===== config.mk =====
export PLATFORM = sky130hd
export DESIGN_NAME = midpoint_circle_rasterizer_core
export DESIGN_NICKNAME = d
export VERILOG_FILES = /design/src/mcr_pkg.sv /design/src/mcr_ram.sv /design/src/mcr_octant.sv /design/src/midpoint_circle_rasterizer_core.sv
export VERILOG_INCLUDE_DIRS = /design/src /design/src/src
export SDC_FILE = /design/constraint.sdc
export NUM_CORES = 1
export LEC_CHECK = 0
export BUFFER_PORTS_ARGS = -buffer_cell sky130_fd_sc_hd__buf_2
export CAP_MARGIN = 5
export CORE_UTILIZATION = 34
export CTS_CLUSTER_SIZE = 30
export DETAILED_ROUTE_END_ITERATION = 8
export GPL_TIMING_DRIVEN = 0
export HOLD_SLACK_MARGIN = 0.06
export PLACE_DENSITY = 0.62
export SLEW_MARGIN = 20
export SYNTH_ARGS = -nofsm -noshare
export SYNTH_HDL_FRONTEND = slang
export SYNTH_SLANG_ARGS = --single-unit
export TNS_END_PERCENT = 10

===== constraint.sdc =====
create_clock -name clk -period 5 [get_ports clk]
set_clock_uncertainty 0.15 [all_clocks]
set_input_delay 0.5 -clock clk [delete_from_list [all_inputs] [get_ports clk]]
set_output_delay 0.5 -clock clk [all_outputs]
set_load 0.05 [all_outputs]

===== src/midpoint_circle_rasterizer_core_defines.svh =====
// assertion macros for the midpoint circle rasterizer core
// no dependencies; the including module provides clk and rst
`ifndef MIDPOINT_CIRCLE_RASTERIZER_CORE_DEFINES_SVH
`define MIDPOINT_CIRCLE_RASTERIZER_CORE_DEFINES_SVH

// same-cycle implication, disabled during reset
`define MCR_ASSERT_NOW(lbl, ante, cons, msg) \
  lbl: assert property (@(posedge clk) disable iff (rst) (ante) |-> (cons)) else $error(msg);

// next-cycle implication, disabled during reset
`define MCR_ASSERT_NEXT(lbl, ante, cons, msg) \
  lbl: assert property (@(posedge clk) disable iff (rst) (ante) |=> (cons)) else $error(msg);

`endif


===== src/mcr_pkg.sv =====
// shared constants for the midpoint circle rasterizer
// no dependencies
`default_nettype none

package mcr_pkg;

  // display size defaults
  localparam int DispColsDefault = 8;
  localparam int DispRowsDefault = 16;

  // request kinds
  localparam logic [1:0] KindClear = 2'd0;
  localparam logic [1:0] KindDraw  = 2'd1;
  localparam logic [1:0] KindRead  = 2'd2;

  // datapath widths
  localparam int PixW   = 8;
  localparam int StepW  = 8;
  localparam int CoordW = 10;
  localparam int DecW   = 13;

  localparam logic [PixW-1:0] PixelOn  = 8'hFF;
  localparam logic [PixW-1:0] PixelOff = 8'h00;

  // decision variable terms
  localparam logic signed [DecW-1:0] DecInit    = 13'sd3;
  localparam logic signed [DecW-1:0] DecStepIn  = 13'sd6;
  localparam logic signed [DecW-1:0] DecStepOut = 13'sd10;

  localparam logic [2:0] OctLast = 3'd7;

endpackage

`default_nettype wire


===== src/mcr_ram.sv =====
// generic single-write, single-read ram with registered read data
// no dependencies
`default_nettype none

module mcr_ram #(
  parameter int WIDTH = 8,
  parameter int DEPTH = 128,
  parameter int AW    = (DEPTH > 1) ? $clog2(DEPTH) : 1
) (
  input  wire logic             clk,
  input  wire logic             we,
  input  wire logic [AW-1:0]    waddr,
  input  wire logic [WIDTH-1:0] wdata,
  input  wire logic             re,
  input  wire logic [AW-1:0]    raddr,
  output logic      [WIDTH-1:0] rdata
);

  logic [WIDTH-1:0] mem [DEPTH];

  always_ff @(posedge clk) begin
    if (we) begin
      mem[waddr] <= wdata;
    end
    if (re) begin
      rdata <= mem[raddr];
    end
  end

endmodule

`default_nettype wire


===== src/mcr_octant.sv =====
// maps one of the eight symmetric circle points to a clipped store address
// depends on mcr_pkg
`default_nettype none

module mcr_octant #(
  parameter int COLS = mcr_pkg::DispColsDefault,
  parameter int ROWS = mcr_pkg::DispRowsDefault,
  parameter int AW   = ((COLS * ROWS) > 1) ? $clog2(COLS * ROWS) : 1
) (
  input  wire logic [6:0]                  cx,
  input  wire logic [6:0]                  cy,
  input  wire logic [mcr_pkg::StepW-1:0]   step_x,
  input  wire logic [mcr_pkg::StepW-1:0]   step_y,
  input  wire logic [2:0]                  sel,
  output logic                             hit,
  output logic      [AW-1:0]               addr
);

  localparam logic signed [mcr_pkg::CoordW-1:0] ColsS = mcr_pkg::CoordW'(COLS);
  localparam logic signed [mcr_pkg::CoordW-1:0] RowsS = mcr_pkg::CoordW'(ROWS);

  logic                               swap;
  logic                               neg_c;
  logic                               neg_r;
  logic [mcr_pkg::CoordW-1:0]         off_c;
  logic [mcr_pkg::CoordW-1:0]         off_r;
  logic signed [mcr_pkg::CoordW-1:0]  pc;
  logic signed [mcr_pkg::CoordW-1:0]  pr;

  // octant sign and swap pattern from the point index
  assign swap  = sel[0] ^ sel[1];
  assign neg_c = sel[1] ^ sel[2];
  assign neg_r = sel[2];

  assign off_c = swap ? mcr_pkg::CoordW'(step_y) : mcr_pkg::CoordW'(step_x);
  assign off_r = swap ? mcr_pkg::CoordW'(step_x) : mcr_pkg::CoordW'(step_y);

  assign pc = neg_c ? (mcr_pkg::CoordW'(cx) - off_c) : (mcr_pkg::CoordW'(cx) + off_c);
  assign pr = neg_r ? (mcr_pkg::CoordW'(cy) - off_r) : (mcr_pkg::CoordW'(cy) + off_r);

  assign hit = !pc[mcr_pkg::CoordW-1] && (pc < ColsS) &&
               !pr[mcr_pkg::CoordW-1] && (pr < RowsS);

  // row-major address, only meaningful when hit
  assign addr = AW'(AW'(pr) * AW'(COLS) + AW'(pc));

endmodule

`default_nettype wire


===== src/midpoint_circle_rasterizer_core.sv =====
// top level of the midpoint circle rasterizer: sequencer around the frame store
// depends on mcr_pkg, mcr_ram, mcr_octant and the assertion macro header
`default_nettype none

// Midpoint circle rasterizer over a DISP_COLS x DISP_ROWS byte frame store
// (row-major). Each request returns exactly one result. kind 0 clears the
// store, kind 1 draws a circle outline of value 0xFF, kind 2 reads one pixel
// back (zero when off display); the result of every kind but a read is zero.
// The store is a single ram with one write port and one read port, and the
// write port sets the timing. A clear sweeps every address and then posts
// the result; a draw visits the eight symmetric points in turn on each step
// of the midpoint walk, about r/1.41 + 1 steps, and then posts the result; a
// read fetches its pixel from the store and then posts it; a rejected draw,
// an off-display read or an unused kind posts its result directly.
// The next request is taken on the cycle after the result is posted. After
// reset the block runs a clearing pass over the whole store during which no
// request is taken. One request is worked on at a time; a finished result
// sits in the output register, and the next request is taken while it waits.
module midpoint_circle_rasterizer_core #(
  parameter int DISP_COLS = mcr_pkg::DispColsDefault,
  parameter int DISP_ROWS = mcr_pkg::DispRowsDefault
) (
  input  wire logic                      clk,
  input  wire logic                      rst,
  input  wire logic                      in_valid,
  output logic                           in_stall,
  input  wire logic [1:0]                kind,
  input  wire logic [7:0]                col,
  input  wire logic [7:0]                row,
  input  wire logic [6:0]                radius,
  output logic                           out_valid,
  input  wire logic                      out_stall,
  output logic      [mcr_pkg::PixW-1:0]  pixel_value
);

`include "midpoint_circle_rasterizer_core_defines.svh"

  localparam int Depth = DISP_COLS * DISP_ROWS;
  localparam int AW    = (Depth > 1) ? $clog2(Depth) : 1;
  localparam logic [AW-1:0] LastAddr = AW'(Depth - 1);

  typedef enum logic [2:0] {
    S_CLEAR,
    S_IDLE,
    S_DRAW,
    S_READ,
    S_PUT
  } state_t;

  state_t                            state;
  logic [AW-1:0]                     clr_cnt;
  logic                              emit;      // clear was requested, post a result
  logic [6:0]                        cx;
  logic [6:0]                        cy;
  logic [mcr_pkg::StepW-1:0]         step_x;
  logic [mcr_pkg::StepW-1:0]         step_y;
  logic signed [mcr_pkg::DecW-1:0]   decision;
  logic [2:0]                        oct;
  logic [mcr_pkg::PixW-1:0]          result;

  // next walk position
  logic [mcr_pkg::StepW-1:0]         step_x_next;
  logic [mcr_pkg::StepW-1:0]         step_y_next;
  logic signed [mcr_pkg::DecW-1:0]   decision_next;
  logic signed [mcr_pkg::DecW-1:0]   x4;
  logic signed [mcr_pkg::DecW-1:0]   y4;

  logic                              in_ok;     // request taken this cycle
  logic                              center_in;
  logic                              draw_ok;
  logic [AW-1:0]                     pix_addr;

  logic                              pt_hit;
  logic [AW-1:0]                     pt_addr;

  logic                              ram_we;
  logic [AW-1:0]                     ram_waddr;
  logic [mcr_pkg::PixW-1:0]          ram_wdata;
  logic                              ram_re;
  logic [mcr_pkg::PixW-1:0]          ram_rdata;

  // only the idle state takes requests
  assign in_stall = (state != S_IDLE);
  assign in_ok    = in_valid && (state == S_IDLE);

  // center or read pixel inside the display
  assign center_in = (9'(col) < 9'(DISP_COLS)) && (9'(row) < 9'(DISP_ROWS));
  assign draw_ok   = center_in && (radius != 7'd0);
  assign pix_addr  = AW'(AW'(row) * AW'(DISP_COLS) + AW'(col));

  // midpoint step: inside goes right, outside goes right and down
  assign x4 = $signed({3'b000, step_x, 2'b00});
  assign y4 = $signed({3'b000, step_y, 2'b00});

  always_comb begin
    step_x_next = step_x + 8'd1;
    if (decision[mcr_pkg::DecW-1]) begin
      decision_next = decision + x4 + mcr_pkg::DecStepIn;
      step_y_next   = step_y;
    end else begin
      decision_next = decision + x4 - y4 + mcr_pkg::DecStepOut;
      step_y_next   = step_y - 8'd1;
    end
  end

  // current symmetric point
  mcr_octant #(
    .COLS (DISP_COLS),
    .ROWS (DISP_ROWS),
    .AW   (AW)
  ) u_octant (
    .cx     (cx),
    .cy     (cy),
    .step_x (step_x),
    .step_y (step_y),
    .sel    (oct),
    .hit    (pt_hit),
    .addr   (pt_addr)
  );

  // write port: clear sweep or clipped plot
  always_comb begin
    ram_we    = 1'b0;
    ram_waddr = clr_cnt;
    ram_wdata = mcr_pkg::PixelOff;
    if (state == S_CLEAR) begin
      ram_we = 1'b1;
    end else if (state == S_DRAW) begin
      ram_we    = pt_hit;
      ram_waddr = pt_addr;
      ram_wdata = mcr_pkg::PixelOn;
    end
  end

  // read port: issued straight from the request, data lands next cycle;
  // writes never run while idle, so no forwarding is needed
  assign ram_re = in_ok && (kind == mcr_pkg::KindRead) && center_in;

  mcr_ram #(
    .WIDTH (mcr_pkg::PixW),
    .DEPTH (Depth),
    .AW    (AW)
  ) u_frame_store (
    .clk   (clk),
    .we    (ram_we),
    .waddr (ram_waddr),
    .wdata (ram_wdata),
    .re    (ram_re),
    .raddr (pix_addr),
    .rdata (ram_rdata)
  );

  always_ff @(posedge clk) begin
    if (rst) begin
      state     <= S_CLEAR;
      clr_cnt   <= '0;
      emit      <= 1'b0;
      oct       <= '0;
      out_valid <= 1'b0;
    end else begin
      // result taken downstream, unless a new one is posted in its place
      if (out_valid && !out_stall && (state != S_PUT)) begin
        out_valid <= 1'b0;
      end

      unique case (state)
        S_CLEAR: begin
          if (clr_cnt == LastAddr) begin
            clr_cnt <= '0;
            result  <= mcr_pkg::PixelOff;
            state   <= emit ? S_PUT : S_IDLE;
          end else begin
            clr_cnt <= clr_cnt + AW'(1);
          end
        end

        S_IDLE: begin
          if (in_valid) begin
            result <= mcr_pkg::PixelOff;
            unique case (kind)
              mcr_pkg::KindClear: begin
                emit  <= 1'b1;
                state <= S_CLEAR;
              end
              mcr_pkg::KindDraw: begin
                if (draw_ok) begin
                  cx       <= col[6:0];
                  cy       <= row[6:0];
                  step_x   <= '0;
                  step_y   <= {1'b0, radius};
                  decision <= mcr_pkg::DecInit - $signed({5'b00000, radius, 1'b0});
                  oct      <= '0;
                  state    <= S_DRAW;
                end else begin
                  state <= S_PUT;
                end
              end
              mcr_pkg::KindRead: begin
                state <= center_in ? S_READ : S_PUT;
              end
              default: begin
                state <= S_PUT;
              end
            endcase
          end
        end

        S_DRAW: begin
          oct <= oct + 3'd1;
          if (oct == mcr_pkg::OctLast) begin
            step_x   <= step_x_next;
            step_y   <= step_y_next;
            decision <= decision_next;
            if (step_x_next > step_y_next) begin
              state <= S_PUT;
            end
          end
        end

        S_READ: begin
          result <= ram_rdata;
          state  <= S_PUT;
        end

        S_PUT: begin
          if (!out_valid || !out_stall) begin
            out_valid   <= 1'b1;
            pixel_value <= result;
            state       <= S_IDLE;
          end
        end

        default: begin
          state <= S_IDLE;
        end
      endcase
    end
  end

  // ---- assertions ----

  // the walk stays in its first octant while plotting
  `MCR_ASSERT_NOW(a_walk_octant, state == S_DRAW, step_x <= step_y, "walk left octant")

  // clipping never lets a write fall outside the store
  `MCR_ASSERT_NOW(a_write_in_range, ram_we, ram_waddr <= LastAddr, "write beyond store")

  // a read always finds the port free of writes
  `MCR_ASSERT_NOW(a_read_no_write, ram_re, !ram_we, "read overlaps write")

  // read data is captured on the cycle after the port is read
  `MCR_ASSERT_NEXT(a_read_follows, ram_re, state == S_READ, "read data not captured")

endmodule

`default_nettype wire

==> key figures, run 1 <==
Final layout
  – Fraction of layout cells with a size suffix above 1: 19.10%
  – Fillcell total: 3298
  – Most used cells in the layout excluding fill and tap cells: edfxtp_1 (173), a21oi_1 (158), nor2_1 (79)
  – Net count reported at finish: 1305
  – Non-filler cells, final: 1659
  – ANT cells: 0
  – Most common cell after layout, fill and taps aside: edfxtp_1
  – End-of-flow core utilization: 40.69%
  – Area growth, synth to finish: 17.12%
  – Design Area, Final: 0.01412 mm2

GRT
  – Via count of the first global-routing pass: 9059
  – Overflow after GRT: 0
  – Antenna violations before repair: 1
  – Largest net degree at the start of global routing: 54
  – First-pass GRT wire length: 51070 um
  – Total global routing track utilization: 18.62%

Floorplan
  – Number of rows in the core area: 68
  – Initial Util: 34.74%
  – Horiz. Die Dim: 190.3 um
  – Die area: 0.03623 mm2
  – Die H: 190.3 um
  – Number of ports placed on the die boundary: 39
  – Area of the core region: 0.03471 mm2

Clock network
  – Worst-skew pair later-pin latency: 460 ps
  – CTS Buf Count: 17
  – Bufs on Longest Clock Path: 2
  – Clock net sink count: 188
  – CTS tree: done
  – Master cell of the clock root buffer: clkbuf_16
  – CTS H-tree depth: 4
  – Clock transition at path regs: 90 ps

Logic synthesis
  – Share of async-settable or async-resettable flops after synthesis: 0%
  – Synthesized flop and latch total: 188
  – Average footprint of a synthesized cell: 10.87 um2
  – Post-synthesis sequential area ratio: 45.56%
  – Net count after synthesis: 1223
  – Cells after Synth: 1109
  – Number of enable flip-flop cells after synthesis: 173
  – Number of synthesis warnings: 0
  – Unique cell type count in the Yosys netlist: 69
  – Summed instance area of the synthesized netlist: 0.01206 mm2
  – Top_reg_cell synth: edfxtp_1

Pwr
  – Net switching power of the design: 880.6 uW
  – Reg power frac: 50.0%
  – Worst VDD drop: 218.2 uV
  – P_int: 2.521 mW
  – Pwr Density: 240.8 mW/mm2
  – Switching share of power: 25.89%
  – Combinational cell fraction of total power: 5.8%
  – Power share of the clock group: 44.2%
  – Cell leakage power: 4.994 nW

Timing
  – Crit path setup slack, layout: 160.5 ps
  – Worst relative slew slack: 29.94%
  – Fmax achieved: 0.2066 GHz
  – Count of final max-slew check failures: 0
  – Final critical path time including I/O delays and setup: 4840 ps
  – Share of the cycle needed by the critical path after routing: 96.79%
  – Final Hold Vio Count: 0
  – Worst hold margin: 97.02 ps
  – Worst Max-Slew Pin Slew: 1051 ps
  – Final setup violation count: 0

Drt
  – Residual DRC count: 0
  – Count of routing violations after the opening detailed-route iteration: 861
  – ANT nets after route: 0
  – DR WL/cell: 19.96 um
  – Total detailed-routing wirelength: 33110 um
  – Pre-Repair DR Iteration Count: 5
  – Vias: 9273
  – Mean number of vias per cell: 5.590

Placement
  – Placement-stage worst setup slack: -1018 ps
  – Port Buf Inserts: 37
  – Dpl cell area: 0.01290 mm2
  – Placed cell count: 1608
  – Final weighted congestion of routability-driven global placement: 0.9096
  – Half-perimeter wire length after detailed placement: 23690 um

Critical path
  – Setup crit end kind: flop
  – Data arrival, critical path: 4890 ps
  – Startpoint Class: flop
  – Worst endpoint required time: 5050 ps
  – Maximum fanout encountered on the critical timing path: 10
  – Class of the most critical setup path: reg -> reg

Run
  – # Max-Cap Violations: 0

Worst hold path
  – Class of the tightest hold or removal check: in -> reg

Outcome
  – Status: finished, final reports clean
-- synth_stat cells (10+ instances only) --
cell / instances / area, um2
a21oi_1: 177 / 885.9
a21o_1: 16 / 120.1
dfxtp_1: 15 / 300.3
xnor2_1: 40 / 350.3
a211oi_1: 12 / 90.09
nor2b_1: 11 / 68.82
o21ai_0: 39 / 195.2
nand3_1: 18 / 90.09
ha_1: 78 / 975.9
or3_1: 12 / 75.07
edfxtp_1: 173 / 5195
mux2_2: 13 / 146.4
inv_1: 55 / 206.5
mux4_2: 42 / 945.9
nand2_1: 65 / 244.0
xor2_1: 16 / 140.1
nand4_1: 14 / 87.58
buf_2: 10 / 50.05
and2_1: 11 / 68.82
nor3_1: 36 / 180.2
clkbuf_1: 33 / 123.9
nor2_1: 84 / 315.3
-- flip-flops by register name, summed over array words and instances (netlist names) --
register and count:
clr_cnt 7, cx 7, emit 1, oct 3, cy 7, step_x 8
decision 12, u_frame_store.rdata 1, out_valid 1, step_y 8, state 3, result 1
pixel_value 1, u_frame_store.mem 128
-- per-layer routing --
metal | up-vias | part of all wire [%] | track usage, %
met5 | - | 0.039 | 0
met4 | 2 | 2.5 | 7.415
met3 | 50 | 5.3 | 2.889
met2 | 287 | 49 | 31.33
met1 | 4582 | 43 | 23.87
li1 | 4352 | - | -
-- kinds of logic (layout without fill, tap and decap cells) --
logic type | count (synthesis) | after routing | share of synthesized area [%]
compound gates | 309 | 309 | 15.24
xor+xnor | 59 | 59 | 4.575
mux | 62 | 62 | 9.638
buf+inv | 112 | 207 | 3.839
fa+ha+maj | 85 | 85 | 9.254
simple gates | 294 | 294 | 11.89
flops | 188 | 188 | 45.56
-- worst max-delay path: stages (launching register included) --
cell and delay, ps:
dfxtp_4 370, ha_4 290, clkbuf_8 160, mux2_2 380, ha_4 280, buf_6 130
nor3_1 60, o311a_1 330, or4b_4 550, ha_2 200, fa_2 350, xnor2_2 230
nor3_1 90, a31oi_2 440, nor2_2 160, a21oi_4 310, a21oi_1 90
-- metrics by stage --
stage	power, mW	setup TNS (ps)
after floorplan	1.858	-2153
after global placement	1.931	-393300
after detailed placement	1.933	-99650
after CTS	3.423	0
after global routing	3.489	-38.48
final	3.401	0
-- cell type report --
type	instances	area, um2	area share [%]
Tap cell	455	569.3	4.030
Buffer	55	265.3	1.878
Clock buffer	17	425.4	3.012
Inverter	55	206.4	1.462
Sequential cell	188	5499	38.93
Timing Repair Buffer	65	461.7	3.269
Clock inverter	15	227.7	1.612
Multi-Input combinational cell	809	6470	45.81
-- worst paths after layout --
kind / cells past startpoint / from / slack (ps) / to
setup / recovery: 16 / oct[1] / 160 / u_frame_store.mem[49][6]
hold / removal: 1 / row[2] / 100 / cy[2]
setup reg to reg: 16 / oct[1] / 160 / u_frame_store.mem[49][6]
hold reg to reg: 0 / result[6] / 310 / pixel_value[6]
-- timing repair --
item                                    in CTS  in global routing
endpoints found under the setup margin     128                128
hold buffers                                 2                  0
endpoints found under the hold margin        2                  0
buffers inserted                             3                 16
pin swaps                                    8                 18
cloned                                       0                  0
gates resized for setup                     54                 27
-- power groups by stage --
stage	registers [mW]	clock network (mW)	logic, mW
after detailed placement	1.74	0	0.195
after global routing	1.70	1.58	0.210
final	1.70	1.50	0.197
after CTS	1.70	1.52	0.197
after global placement	1.74	0	0.193
after floorplan	1.74	0	0.121
Note: power is estimated with default switching activity, not from simulation.
==> run 2, diff against run 1 <==
- PLACE_DENSITY: 0.62 -> 0.61
- SYNTH_HIERARCHICAL: not set -> 1
==> run 2 against run 1 <==
  * The flow now finishes with violations (negative setup slack)
  * Critical path depth is 6 higher
  * Sequential cell count increased by 917
  * Via count grew to 2.6 times the previous value
  * Total power increased to 5.6 times the previous value
  * Fmax is 4.0% lower
  * Combinational power rose to 3.6 times the previous value
  * Cell count rose to 2.7 times the previous value
  * Sequential share of layout area up 20 points
  * Synthesized cell count is 110% higher
  * Count of clock-buffer cells in the layout is 123 higher
==> key figures, run 2 <==
Run
  – # Max-Cap Violations: 0

GRT
  – Overflow after GRT: 0
  – Total global routing track utilization: 15.99%
  – Largest net degree at the start of global routing: 297
  – First-pass GRT wire length: 161400 um
  – Via count of the first global-routing pass: 24153
  – Antenna violations before repair: 5

Critical path
  – Worst endpoint required time: 5250 ps
  – Setup crit end kind: flop
  – Maximum fanout encountered on the critical timing path: 8
  – Data arrival, critical path: 5290 ps
  – Startpoint Class: flop
  – Class of the most critical setup path: reg -> reg

Drt
  – Mean number of vias per cell: 5.287
  – Vias: 23886
  – Count of routing violations after the opening detailed-route iteration: 2376
  – Residual DRC count: 0
  – Pre-Repair DR Iteration Count: 8
  – Total detailed-routing wirelength: 111500 um
  – ANT nets after route: 0
  – DR WL/cell: 24.68 um

Clock network
  – CTS Buf Count: 113
  – Master cell of the clock root buffer: clkbuf_16
  – CTS tree: done
  – Clock transition at path regs: 60 ps
  – Clock net sink count: 1105
  – Worst-skew pair later-pin latency: 710 ps
  – CTS H-tree depth: 3
  – Bufs on Longest Clock Path: 3

Placement
  – Final weighted congestion of routability-driven global placement: 0.8317
  – Port Buf Inserts: 37
  – Half-perimeter wire length after detailed placement: 75320 um
  – Placement-stage worst setup slack: -2165 ps

Logic synthesis
  – Most frequent cell after synthesis: edfxtp_1
  – Net count after synthesis: 2486
  – Number of synthesis warnings: 6
  – Synthesized flop and latch total: 1105
  – Top_reg_cell synth: edfxtp_1
  – Number of enable flip-flop cells after synthesis: 1090
  – Average footprint of a synthesized cell: 19.60 um2
  – Cell taking the most area after synthesis: edfxtp_1
  – Synth top area share: 70.46%
  – Unique cell type count in the Yosys netlist: 88
  – Cells after Synth: 2370
  – Commonest cells in the netlist: edfxtp_1 (1090), mux4_2 (336), nor2_1 (179)
  – Summed instance area of the synthesized netlist: 0.04646 mm2
  – Main area contributors after synthesis: edfxtp_1 (70%), mux4_2 (16%), ha_1 (2.2%), nor2_1 (1.4%), xnor2_1 (0.79%)
  – Share of async-settable or async-resettable flops after synthesis: 0%
  – Post-synthesis sequential area ratio: 71.10%

Final layout
  – Register with the most flip-flops: u_frame_store/mem
  – End-of-flow core utilization: 41.23%
  – Top flop regs: u_frame_store/mem (1024), decision (12)
  – Flip-flop count of the largest register after layout: 1024
  – ANT cells: 0
  – Most used cells in the layout excluding fill and tap cells: edfxtp_1 (1090), mux4_2 (336), clkbuf_16 (119), nor2_4 (119), ha_1 (73)
  – Area growth, synth to finish: 20.22%
  – Net count reported at finish: 2754
  – Fraction of layout cells with a size suffix above 1: 33.91%
  – Most common cell after layout, fill and taps aside: edfxtp_1

Worst hold path
  – Class of the tightest hold or removal check: in -> reg

Floorplan
  – Die area: 0.1381 mm2
  – Area of the core region: 0.1355 mm2
  – Horiz. Die Dim: 371.6 um
  – Initial Util: 34.29%
  – Die H: 371.6 um
  – Number of ports placed on the die boundary: 39
  – Number of rows in the core area: 135

Timing
  – Total negative setup slack: -1030 ps
  – Worst Max-Slew Pin Slew: 1296 ps
  – Worst hold margin: 100.4 ps
  – Final critical path time including I/O delays and setup: 5039 ps
  – Crit path setup slack, layout: -39.45 ps
  – Share of the cycle needed by the critical path after routing: 100.8%
  – Count of final max-slew check failures: 0
  – Worst relative slew slack: 13.62%
  – Unrepaired setup endpoints after global routing: yes
  – Fmax achieved: 0.1984 GHz
  – Final setup violation count: 94
  – Final Hold Vio Count: 0

Outcome
  – Violated checks: negative setup slack
  – Status: finished, violations left

Pwr
  – Net switching power of the design: 3.968 mW
  – Reg power frac: 52.5%
  – Switching share of power: 20.72%
  – Combinational cell fraction of total power: 3.7%
  – Total power of the final layout: 19.15 mW
  – Cell leakage power: 15.01 nW
  – Worst VDD drop: 279.6 uV
  – Power share of the clock group: 43.8%
  – Pwr Density: 342.9 mW/mm2
  – P_int: 15.19 mW
## run 2: cell types whose count changed in the layout (fill, tap and decap cells not counted), sizes merged, moves of 48 or more
cell,delta
mux4,+294
edfxtp,+917
buf,+102
a21oi,-131
nor2,+95
clkbuf,+142
clkinv,+48
## run 2: worst paths after layout
check	from	to	slack, ps	depth (start not counted)
worst max-delay path	oct[0]	u_frame_store/mem[22][3]	-40	22
worst max register to register	oct[0]	u_frame_store/mem[22][3]	-40	22
worst min register to register	result[2]	pixel_value[2]	270	0
worst min-delay path	radius[1]	step_y[1]	100	3
## run 2: area by class of cell
type                    count  area, um2
fillers                 11702      79620
well taps                1781       2228
plain buffers             105      638.1
inverters                  59      221.5
multi-input cells        1098      14170
clock inverters            74      782.0
clock buffers             140       2950
repair buffers            156       1819
flip-flops and latches   1105      33040
## run 2: critical path, cell delays in order (launching register included)
cell and delay (ps):
dfxtp_4 380, xnor2_4 190, buf_8 130, mux2_4 320, ha_4 170, fa_2 330, a21o_1 180, a21oi_2 150
buf_4 140, xnor2_2 50, or3_1 340, a22oi_2 200, nand4_1 160, a2111oi_4 320, nand2_1 160, nand2_4 170
nor2b_4 240, buf_12 160, nand3_4 110, clkbuf_16 210, buf_16 170, nor2_4 140, buf_12 150
## run 2: what timing repair did
action                      CTS  global route
gates resized for setup     287            33
hold endpoints to repair     22             0
cloned                        0             3
pin swaps                    62            51
setup endpoints to repair  1024          1024
setup buffers                65            19
hold buffers                 22             0
## run 2: kinds of logic (layout without fill, tap and decap cells)
group	after synthesis	count (layout)	synth area share, %
AOI/OAI and AO/OA	168	168	2.526
and+or+nand+nor	412	412	4.099
xor gates and xnor gates	60	60	1.180
adders and majority gates	87	87	2.456
DFF	1105	1105	71.10
muxes	371	371	17.13
buffers and inverters	167	534	1.511
## run 2: metrics by stage
step                instance area, um2  instances
finish                           55850       4518
global route                     55850       4518
CTS                              55410       4498
detailed placement               49330       4198
global placement                 49140       4188
floorplan                        46720       2370
## run 2: per-layer routing
layer / vias to the layer above / wire (um) / track usage (%)
li1: 10270 / - / -
met1: 12629 / 45360 / 20.91
met2: 786 / 55490 / 26.64
met3: 197 / 6579 / 2.813
met4: 4 / 4047 / 5.872
met5: - / 27 / 0
## run 2: power groups by stage
stage	sequential, mW	combinational (mW)	clock, mW
2_1_floorplan	10.3	0.387	0
6_report	10.1	0.713	8.38
3_3_place_gp	10.3	0.617	0
3_5_place_dp	10.3	0.635	0
5_1_grt	10.1	0.744	8.91
4_1_cts	10.1	0.702	8.58
